**config.mk**
```make
export PLATFORM = sky130hd
export DESIGN_NAME = accel_instr_stream_traffic_tally_top
export DESIGN_NICKNAME = d
export VERILOG_FILES = /design/src/rtl/aist_pkg.sv /design/src/rtl/accel_instr_stream_traffic_tally_top.sv /design/src/rtl/aist_front.sv /design/src/rtl/aist_queue.sv /design/src/rtl/aist_back.sv
export SDC_FILE = /design/constraint.sdc
export NUM_CORES = 1
export LEC_CHECK = 0
export BUFFER_PORTS_ARGS = -buffer_cell sky130_fd_sc_hd__buf_2
export CAP_MARGIN = 10
export CORE_ASPECT_RATIO = 0.75
export CORE_UTILIZATION = 30
export CTS_CLUSTER_SIZE = 24
export DETAILED_ROUTE_END_ITERATION = 6
export GPL_TIMING_DRIVEN = 0
export PLACE_DENSITY_LB_ADDON = 0.2
export SETUP_SLACK_MARGIN = 0.2
export SKIP_CTS_REPAIR_TIMING = 1
export SLEW_MARGIN = 40
export SYNTH_ARGS = -nofsm -noshare
export SYNTH_HDL_FRONTEND = slang
export SYNTH_SLANG_ARGS = --single-unit
```
**constraint.sdc**
```tcl
create_clock -name clk -period 8.1 [get_ports clk]
set_clock_uncertainty 0.05 [all_clocks]
set_input_delay 1.62 -clock clk [delete_from_list [all_inputs] [get_ports clk]]
set_output_delay 1.62 -clock clk [all_outputs]
set_load 0.02 [all_outputs]
```
**src/rtl/aist_pkg.sv**
```systemverilog
// Shared types, codes and the opcode length table for the instruction traffic tally.
// No dependencies; imported by every module of the block.
package aist_pkg;

  localparam int unsigned WORD_W = 32;
  localparam int unsigned SUM_W = 32;
  localparam int unsigned BANK_W = 6;
  localparam int unsigned AMT_W = 23;
  localparam int unsigned OUT_DATA_W = 104;

  localparam logic [3:0] OP_LOAD = 4'b0000;
  localparam logic [3:0] OP_SAVE = 4'b0100;

  localparam logic [1:0] KIND_OTHER = 2'd0;
  localparam logic [1:0] KIND_LOAD = 2'd1;
  localparam logic [1:0] KIND_SAVE = 2'd2;

  localparam logic [1:0] DEST_NONE = 2'd0;
  localparam logic [1:0] DEST_IMAGE = 2'd1;
  localparam logic [1:0] DEST_PARAM = 2'd2;
  localparam logic [1:0] DEST_SAVE = 2'd3;

  localparam logic [BANK_W-1:0] PARAM_BANK_START_RST = 6'd16;

  typedef struct packed {
    logic [1:0]       dest;
    logic [AMT_W-1:0] amount;
    logic             last;
    logic             err;
  } entry_t;

  // Instruction length in words; zero marks an unlisted opcode.
  function automatic logic [2:0] instr_len(input logic [3:0] op);
    logic [2:0] len;
    len = 3'd0;
    unique case (op)
      OP_LOAD: len = 3'd4;
      OP_SAVE: len = 3'd4;
      4'b0110: len = 3'd2;
      4'b0111: len = 3'd1;
      4'b1000: len = 3'd5;
      4'b1001: len = 3'd4;
      4'b1010: len = 3'd5;
      4'b1011: len = 3'd3;
      4'b1100: len = 3'd5;
      4'b1101: len = 3'd2;
      4'b1110: len = 3'd3;
      default: len = 3'd0;
    endcase
    return len;
  endfunction

endpackage

```
**src/rtl/accel_instr_stream_traffic_tally_top.sv**
```systemverilog
// Throughput: one instruction word per cycle while the result side keeps up.
// A last word is written into the queue, then popped into the result register that drives out_tvalid.
// The queue of DEPTH entries lets the front keep taking words while a result waits.
// Reset is synchronous and active low: totals, error flag, parse state and queue clear,
// and param_bank_start returns to 16.
module accel_instr_stream_traffic_tally_top
  import aist_pkg::*;
#(
  parameter int unsigned DEPTH = 4
)
(
  input  logic                  clk,
  input  logic                  rst_n,
  input  logic                  cfg_valid,
  output logic                  cfg_ready,
  input  logic [BANK_W-1:0]     cfg_data,   // param_bank_start
  input  logic                  in_tvalid,
  output logic                  in_tready,
  input  logic [WORD_W-1:0]     in_tdata,   // code_word
  input  logic                  in_tlast,   // last_word
  output logic                  out_tvalid,
  input  logic                  out_tready,
  output logic [OUT_DATA_W-1:0] out_tdata   // load_image_total, load_param_total,
                                            // save_total, bad_opcode_seen, zero pad
);

  entry_t push_entry;
  entry_t head;
  logic   push;
  logic   pop;
  logic   q_not_full;
  logic   q_not_empty;

  aist_front u_front (
    .clk        (clk),
    .rst_n      (rst_n),
    .cfg_valid  (cfg_valid),
    .cfg_ready  (cfg_ready),
    .cfg_data   (cfg_data),
    .in_tvalid  (in_tvalid),
    .in_tready  (in_tready),
    .in_tdata   (in_tdata),
    .in_tlast   (in_tlast),
    .q_ready    (q_not_full),
    .push       (push),
    .push_entry (push_entry)
  );

  aist_queue #(
    .DEPTH (DEPTH)
  ) u_queue (
    .clk        (clk),
    .rst_n      (rst_n),
    .push       (push),
    .push_entry (push_entry),
    .not_full   (q_not_full),
    .not_empty  (q_not_empty),
    .pop        (pop),
    .head       (head)
  );

  aist_back u_back (
    .clk         (clk),
    .rst_n       (rst_n),
    .q_not_empty (q_not_empty),
    .head        (head),
    .pop         (pop),
    .out_tvalid  (out_tvalid),
    .out_tready  (out_tready),
    .out_tdata   (out_tdata)
  );

endmodule

```
**src/rtl/aist_front.sv**
```systemverilog
// Front end: accepts instruction words, tracks instruction boundaries and builds
// accumulate entries for the queue. Depends on aist_pkg.
module aist_front
  import aist_pkg::*;
(
  input  logic              clk,
  input  logic              rst_n,
  input  logic              cfg_valid,
  output logic              cfg_ready,
  input  logic [BANK_W-1:0] cfg_data,
  input  logic              in_tvalid,
  output logic              in_tready,
  input  logic [WORD_W-1:0] in_tdata,
  input  logic              in_tlast,
  input  logic              q_ready,
  output logic              push,
  output entry_t            push_entry
);

  logic [2:0]        wi_r, wi_nxt;
  logic [2:0]        words_r, words_nxt;
  logic [1:0]        kind_r, kind_nxt;
  logic              bank_r, bank_nxt;
  logic              err_r, err_nxt;
  logic [BANK_W-1:0] pbs_r;
  logic [3:0]        op;
  logic [2:0]        len_lut;
  logic [2:0]        wi_inc;
  logic [1:0]        dest;
  logic [AMT_W-1:0]  chan_x;
  logic [AMT_W-1:0]  len_x;
  logic              accept;

  assign cfg_ready = 1'b1;
  assign in_tready = q_ready;
  assign accept = in_tvalid && in_tready;

  assign op = in_tdata[31:28];
  assign len_lut = instr_len(op);
  assign wi_inc = wi_r + 3'd1;

  assign chan_x = AMT_W'(in_tdata[11:0]) + AMT_W'(1);
  assign len_x = AMT_W'(in_tdata[23:14]) + AMT_W'(1);

  always_comb begin
    words_nxt = words_r;
    kind_nxt = kind_r;
    bank_nxt = bank_r;
    err_nxt = err_r;
    dest = DEST_NONE;
    if (wi_r == 3'd0) begin
      words_nxt = (len_lut == 3'd0) ? 3'd1 : len_lut;
      err_nxt = err_r | (len_lut == 3'd0);
      if (op == OP_LOAD) begin
        kind_nxt = KIND_LOAD;
      end else if (op == OP_SAVE) begin
        kind_nxt = KIND_SAVE;
      end else begin
        kind_nxt = KIND_OTHER;
      end
      bank_nxt = (in_tdata[17:12] >= pbs_r);
    end else if (wi_r == 3'd2 && kind_r != KIND_OTHER) begin
      if (kind_r == KIND_SAVE) begin
        dest = DEST_SAVE;
      end else if (bank_r) begin
        dest = DEST_PARAM;
      end else begin
        dest = DEST_IMAGE;
      end
    end
    wi_nxt = (wi_inc >= words_nxt) ? 3'd0 : wi_inc;
    if (in_tlast) begin
      wi_nxt = 3'd0;
      words_nxt = 3'd0;
      kind_nxt = KIND_OTHER;
      bank_nxt = 1'b0;
    end
  end

  assign push = accept && (dest != DEST_NONE || in_tlast);
  assign push_entry.dest = dest;
  assign push_entry.amount = chan_x * len_x;
  assign push_entry.last = in_tlast;
  assign push_entry.err = err_nxt;

  always_ff @(posedge clk) begin
    if (!rst_n) begin
      wi_r <= 3'd0;
      words_r <= 3'd0;
      kind_r <= KIND_OTHER;
      bank_r <= 1'b0;
      err_r <= 1'b0;
      pbs_r <= PARAM_BANK_START_RST;
    end else begin
      if (cfg_valid && cfg_ready) begin
        pbs_r <= cfg_data;
      end
      if (accept) begin
        wi_r <= wi_nxt;
        words_r <= words_nxt;
        kind_r <= kind_nxt;
        bank_r <= bank_nxt;
        err_r <= err_nxt;
      end
    end
  end

endmodule

```
**src/rtl/aist_queue.sv**
```systemverilog
// Short queue of accumulate entries between the front end and the back end.
// Depends on aist_pkg.
module aist_queue
  import aist_pkg::*;
#(
  parameter int unsigned DEPTH = 4
)
(
  input  logic   clk,
  input  logic   rst_n,
  input  logic   push,
  input  entry_t push_entry,
  output logic   not_full,
  output logic   not_empty,
  input  logic   pop,
  output entry_t head
);

  localparam int unsigned PTR_W = (DEPTH > 1) ? $clog2(DEPTH) : 1;
  localparam int unsigned CNT_W = $clog2(DEPTH + 1);

  entry_t             mem [DEPTH];
  logic [PTR_W-1:0]   wr_ptr_r;
  logic [PTR_W-1:0]   rd_ptr_r;
  logic [CNT_W-1:0]   cnt_r;
  logic               do_push;
  logic               do_pop;

  assign not_full = (cnt_r != CNT_W'(DEPTH));
  assign not_empty = (cnt_r != '0);
  assign do_push = push && not_full;
  assign do_pop = pop && not_empty;
  assign head = mem[rd_ptr_r];

  always_ff @(posedge clk) begin
    if (do_push) begin
      mem[wr_ptr_r] <= push_entry;
    end
  end

  always_ff @(posedge clk) begin
    if (!rst_n) begin
      wr_ptr_r <= '0;
      rd_ptr_r <= '0;
      cnt_r <= '0;
    end else begin
      if (do_push) begin
        wr_ptr_r <= (wr_ptr_r == PTR_W'(DEPTH - 1)) ? '0 : wr_ptr_r + PTR_W'(1);
      end
      if (do_pop) begin
        rd_ptr_r <= (rd_ptr_r == PTR_W'(DEPTH - 1)) ? '0 : rd_ptr_r + PTR_W'(1);
      end
      if (do_push && !do_pop) begin
        cnt_r <= cnt_r + CNT_W'(1);
      end else if (do_pop && !do_push) begin
        cnt_r <= cnt_r - CNT_W'(1);
      end
    end
  end

endmodule

```
**src/rtl/aist_back.sv**
```systemverilog
// Back end: drains accumulate entries into the three running totals and drives
// the result register. Depends on aist_pkg.
module aist_back
  import aist_pkg::*;
(
  input  logic                  clk,
  input  logic                  rst_n,
  input  logic                  q_not_empty,
  input  entry_t                head,
  output logic                  pop,
  output logic                  out_tvalid,
  input  logic                  out_tready,
  output logic [OUT_DATA_W-1:0] out_tdata
);

  logic [SUM_W-1:0] img_r, par_r, sav_r;
  logic [SUM_W-1:0] img_add, par_add, sav_add;
  logic [SUM_W-1:0] amt_x;
  logic             out_valid_r;
  logic [SUM_W-1:0] out_img_r, out_par_r, out_sav_r;
  logic             out_err_r;

  assign amt_x = SUM_W'(head.amount);
  assign img_add = img_r + ((head.dest == DEST_IMAGE) ? amt_x : '0);
  assign par_add = par_r + ((head.dest == DEST_PARAM) ? amt_x : '0);
  assign sav_add = sav_r + ((head.dest == DEST_SAVE) ? amt_x : '0);

  assign pop = q_not_empty && (!head.last || !out_valid_r || out_tready);

  assign out_tvalid = out_valid_r;
  assign out_tdata = {7'b0, out_err_r, out_sav_r, out_par_r, out_img_r};

  always_ff @(posedge clk) begin
    if (!rst_n) begin
      img_r <= '0;
      par_r <= '0;
      sav_r <= '0;
      out_valid_r <= 1'b0;
    end else begin
      if (pop) begin
        if (head.last) begin
          img_r <= '0;
          par_r <= '0;
          sav_r <= '0;
        end else begin
          img_r <= img_add;
          par_r <= par_add;
          sav_r <= sav_add;
        end
      end
      if (pop && head.last) begin
        out_valid_r <= 1'b1;
      end else if (out_tready) begin
        out_valid_r <= 1'b0;
      end
    end
  end

  always_ff @(posedge clk) begin
    if (pop && head.last) begin
      out_img_r <= img_add;
      out_par_r <= par_add;
      out_sav_r <= sav_add;
      out_err_r <= head.err;
    end
  end

endmodule

```
# Word level (Yosys, flattened, before mapping)
# Memory sizes are Yosys's and may differ from the RTL's. A register that Yosys moved wholly into a read port is not among the register bits.
# Index checks and enable logic that the tools add are counted.
# totals
reg_bits,217
ramBits,108
romBits,48
output_inout_bits,107
elab_cells,100
n_memories,2
# classes
addsub,10
mul,1
magnitude_cmp,2
eq_ne,9
mux,32
n_bitwise,1
reduce_logical,26
# mem_list
memory,depth,word_bits,read_ports,rd_ports_with_merged_regs,wr,line_no,text
u_queue.mem,4,27,1,1,1,aist_queue.sv:22,entry_t mem [DEPTH];
(name not given),16,3,1,0,0,aist_pkg.sv:36,unique case (op)
# op_table
op,count
$add 32x32->32,3
$mux 32,3
$mux 23,3
$mux 2,12
$mul 23x23->23,1
$mux 3,7
$add 12x1->13 const B,1
$add 10x1->11 const B,1
$eq 2x2->1 const B,5
$reduce_bool 2->1,5
$logic_and 1x1->1,9
$mux 1,7
$add 3x1->3 const B,2
$ge 6x6->1,1
$logic_not 3->1,2
$add 2x1->2 const B,2
$eq 4x3->1 const B,1
$logic_not 1->1,4
$logic_not 4->1,1
$eq 3x2->1 const B,1
$ge 3x3->1,1
$logic_or 1x1->1,3
$ne 3x3->1 const B,1
$reduce_bool 3->1,1
4 further kinds,4

# Longest topological paths before layout
# depth
ltp_word,12
ltp_mapped,23
depth_no_buf,23

# Hierarchy
# From an unflattened synthesis, not the netlist that was laid out.
# unflattened
cells_unflattened,2020
area_unflattened_um2,21509.4
# modules_own_cells
mod,n_inst,cells_per_inst,area_each_um2
aist_back,1,1100,11059.4
aist_front,1,728,6067.1
aist_queue,1,192,4383.0

# Least setup slack after synthesis
# Ideal clock, no wire load.
# synth_path
kind,input port to flip-flop
startpoint,input in_tdata[0]
endpoint,"memory u_queue.mem[0][24] (netlist bit), data pin"
arrival_time_ps,7396
path_slack_ps,381
cell_stages,22
cell_sequence,ha_1 > nand2_1 > nor2_1 > nand3_1 > xnor2_1 > nand2_1 > fa_1 > fa_1 > inv_1 > fa_1 > fa_1 > fa_1 > ha_1 > a21o_1 > a21o_1 > a21o_1 > a211o_1 > a31oi_1 > a21oi_1 > a2111o_1 > a21oi_2 > xnor2_1
# synth_rtl
item,line_no,text
from (decl),accel_instr_stream_traffic_tally_top.sv:19,"input logic [WORD_W-1:0] in_tdata,"
to (decl),aist_queue.sv:22,

==> impl_metrics.csv <==
group,metric,value,unit
yosys,syn_area_per_cell,10.9,um2
routing,drc,0,
die,core_area,0.0685,mm2
yosys,async_flop_share,0,%
grt,grt_util_met2,23.6,%
cells_and_area,fillers,6892,
setup_path,path_delay_family,"adder cells",
placement,gp_congestion,0.891,
sta,hold_viol_final,0,
yosys,synth_flop_cell,"edfxtp_1",
die,io_pins,151,
yosys,synthDistinctLibCells,76,
grt,top_usage_layer,"met2",
routing,wl_per_cell,17.1,um
clock_network,cts_tree,"built",
routing,vias,14500,
yosys,netlist_area,0.0208,mm2
clock_network,cts_buffers,40,
die,rows,83,
sta,setup_viol_count_final,0,
setup_path,cp_num_buf_inv,1,
grt,grt_max_degree,24,
setup_path,worstPathCellList,"buf_2, ha_2, nand2_1, nor2_4, and3_2, xnor2_4, nor2_1, fa_1, fa_1, fa_1, fa_1, fa_1, ha_1, a21o_1, a21o_1, a21o_1, a211o_1, a31oi_1, a21oi_1, a2111o_1, a21oi_2, xnor2_1",
sta,tns,0,ns
placement,placed_cell_area,0.0229,mm2
clock_network,cts_sinks,327,
cells_and_area,final_nets,2403,
die,die-area,0.0705,mm2
routing,drt_iter0_drc,775,
clock_network,htreeDepth,2,
worst_hold_path,hp-class,"register to register",
setup_path,worstPathArrival,7.93,ns
grt,grt_pass1_wl,81300,um
grt,met3_usage,2.10,%
sta,fin_hold_ws,0.433,ns
grt,antenna_found_initial,1,
yosys,synthCells,1908,
setup_path,critPathSlowestCell,"fa_1",
routing,first_pass_iters,5,
pwr,total_power,8.91,mW
setup_path,worstPathMaxFanout,8,
setup_path,path_common_cell,"fa_1",
sta,rsz0062_at_grt,"false",
job,drv_cap,0,
placement,numPortBuffers,137,
pwr,p_leak,10.4,nW
yosys,synth.area.top_cells,"edfxtp_1 (30%), dfxtp_1 (12%), fa_1 (9.7%), ha_1 (9.2%), xnor2_1 (3.9%)",
pwr,vdd_ir_drop_max,0.175,mV
die,die_w,306,um
cells_and_area,regArea,0.00860,mm2
sta,slew_headroom,47.5,%
yosys,synth_top_cell_area_share,29.6,%
yosys,yosys.area.top_type,"edfxtp_1",
die,die_h,230,um
placement,place_inst,2952,
yosys,ys_ff_latch,327,
clock_network,clockRootBuffer,"clkbuf_16",
yosys,synth_edf_count,205,
cells_and_area,stdcell_count,3030,
sta,timing.final.max_slew_violations,0,
sta,clock.fmax,131,MHz
setup_path,critPathMaxStageDelay,0.56,ns
grt,gr-total-overflow,0,
cells_and_area,multiInputGateArea,0.0116,mm2
cells_and_area,final_area,0.0245,mm2
pwr,powerDensity,363,mW/mm2
cells_and_area,drive_gt1_share,14.9,%
sta,finalCriticalPeriod,7.66,ns
grt,track_usage,14.6,%
clock_network,path_clk_slew,0.06,ns
outcome,status,"complete, no violations",
die,initial_core_util,30.4,%
grt,use_met1,20.5,%
routing,wl,51800,um
setup_path,cp.required,8.37,ns
clock_network,clock_latency,0.57,ns
sta,period_share,94.5,%
setup_path,crit_type,"input port to register",
sta,tightest_slew,0.782,ns
grt,grt_pass1_vias,14800,
setup_path,crit_path_start_kind,"input port",
yosys,yosysWarnings,0,
setup_path,worstSetupEndpointType,"register",
yosys,ys_seq_area_share,41.3,%
clock_network,clockBufferDepth,3,
cells_and_area,areaGrowthSynthToFinish,17.9,%
placement,hpwl,40000,um
routing,antenna_left,0,
routing,routed_via_density,4.79,
[cells in the final DEF, fill, tap and decap left out, drive strengths merged, types with 9 or more instances in the layout]
master,synthesis,final
clkinv,0,18
a22oi,37,37
o21bai,12,12
fa,101,101
xnor2,93,93
xor2,50,50
nor3,11,11
a22o,41,41
buf,22,172
a21oi,96,96
o21a,12,12
and3,38,38
mux2i,11,11
nand2b,30,30
o31ai,10,10
nand2,132,132
nor2,130,130
mux4,27,27
ha,153,153
a31oi,19,19
o211ai,9,9
inv,144,146
nand3,31,31
o21ai,58,58
and2,73,73
nor2b,65,65
a21o,43,43
edfxtp,205,205
clkbuf,49,92
dfxtp,122,122
[sequential cells by signal, indices dropped and copies added (netlist names), named ones only]
name	cells
u_back.out_sav_r	32
u_back.out_par_r	32
u_front.err_r	1
u_queue.mem	108
u_back.out_img_r	32
u_queue.wr_ptr_r	2
u_back.out_tvalid	1
u_front.pbs_r	6
u_queue.rd_ptr_r	2
u_back.sav_r	32
u_back.out_err_r	1
u_front.kind_r	2
u_queue.cnt_r	3
u_back.par_r	32
u_front.words_r	3
u_front.wi_r	3
u_front.bank_r	1
u_back.img_r	32
[cell usage after synthesis (15+ instances only)]
cell,count
and2_1,73
inv_1,144
xnor2_1,93
fa_1,101
a21o_1,43
ha_1,153
and3_1,38
edfxtp_1,205
a21oi_1,92
nor2b_1,65
mux4_2,27
o21ai_0,47
nand3_1,31
a22o_1,41
a31oi_1,15
nand2_1,131
xor2_1,50
dfxtp_1,122
clkbuf_1,49
nor2_1,128
a22oi_1,37
nand2b_1,30
[worst register-to-register path, cell delays in order (launching register included)]
cell      delay (ns)
dfxtp_1         0.31
clkbuf_1        0.42
clkbuf_1        0.63
mux4_2          0.48
and2_1          0.17
ha_1            0.21
fa_1            0.41
a21o_1          0.18
a21oi_1         0.28
o21ai_1         0.15
a31oi_1         0.35
o21ai_1         0.19
a221o_1         0.44
and4_1          0.29
xor2_1          0.14
[cells by family after synthesis]
family                     count (synthesis)  share of synthesized area [%]
DFF                                      327                           41.3
and+or+nand+nor                          548                           13.4
other                                      2                         0.0361
muxes                                     39                           3.50
xor gates and xnor gates                 143                           6.02
adders and majority gates                254                           18.9
AOI/OAI and AO/OA                        380                           12.7
buffers and inverters                    215                           4.14
[stage by stage]
step	setup WS (ns)	utilization, %
4_1_cts	-0.0787	35.5
2_1_floorplan	0.381	-
5_1_grt	0.194	35.8
3_5_place_dp	-0.657	33.4
3_3_place_gp	-1.24	33.0
6_report	0.442	35.8
[area by class of cell]
| cell class | count | area share, % |
|---|---|---|
| buffer | 71 | 1.35 |
| multi-input combinational | 1372 | 47.2 |
| inverter | 144 | 2.20 |
| timing repair buffer | 149 | 3.85 |
| sequential | 327 | 35.0 |
| clock buffer | 44 | 4.22 |
| tap | 892 | 4.55 |
| clock inverter | 30 | 1.54 |
| antenna | 1 | 0.0102 |
[power by group]
part	switching (mW)	internal [mW]	total, mW
logic	2.68	1.54	4.22
registers	0.138	2.64	2.78
clock network	0.728	1.18	1.91
[layer usage]
| layer | vias up | routed length, um |
|---|---|---|
| li1 | 7131 | - |
| met1 | 7031 | 25800 |
| met2 | 303 | 22900 |
| met3 | 62 | 2230 |
| met4 | 0 | 875 |
| met5 | - | 0 |
[final timing paths]
path / start / slack [ns] / cells after the start / endpoint
worst min register to register: u_back.img_r[31]$_SDFFE_PN0P_ / 0.43 / 2 / u_back.img_r[31]$_SDFFE_PN0P_
worst max register to register: register / 3.17 / 14 / u_back.out_par_r[26]$_DFFE_PP_
worst min-delay path: u_back.img_r[31]$_SDFFE_PN0P_ / 0.43 / 2 / u_back.img_r[31]$_SDFFE_PN0P_
worst max-delay path: in_tdata[14] / 0.44 / 22 / u_queue.mem[1][24]$_DFFE_PP_
Note: power is estimated with default switching activity, not from simulation.
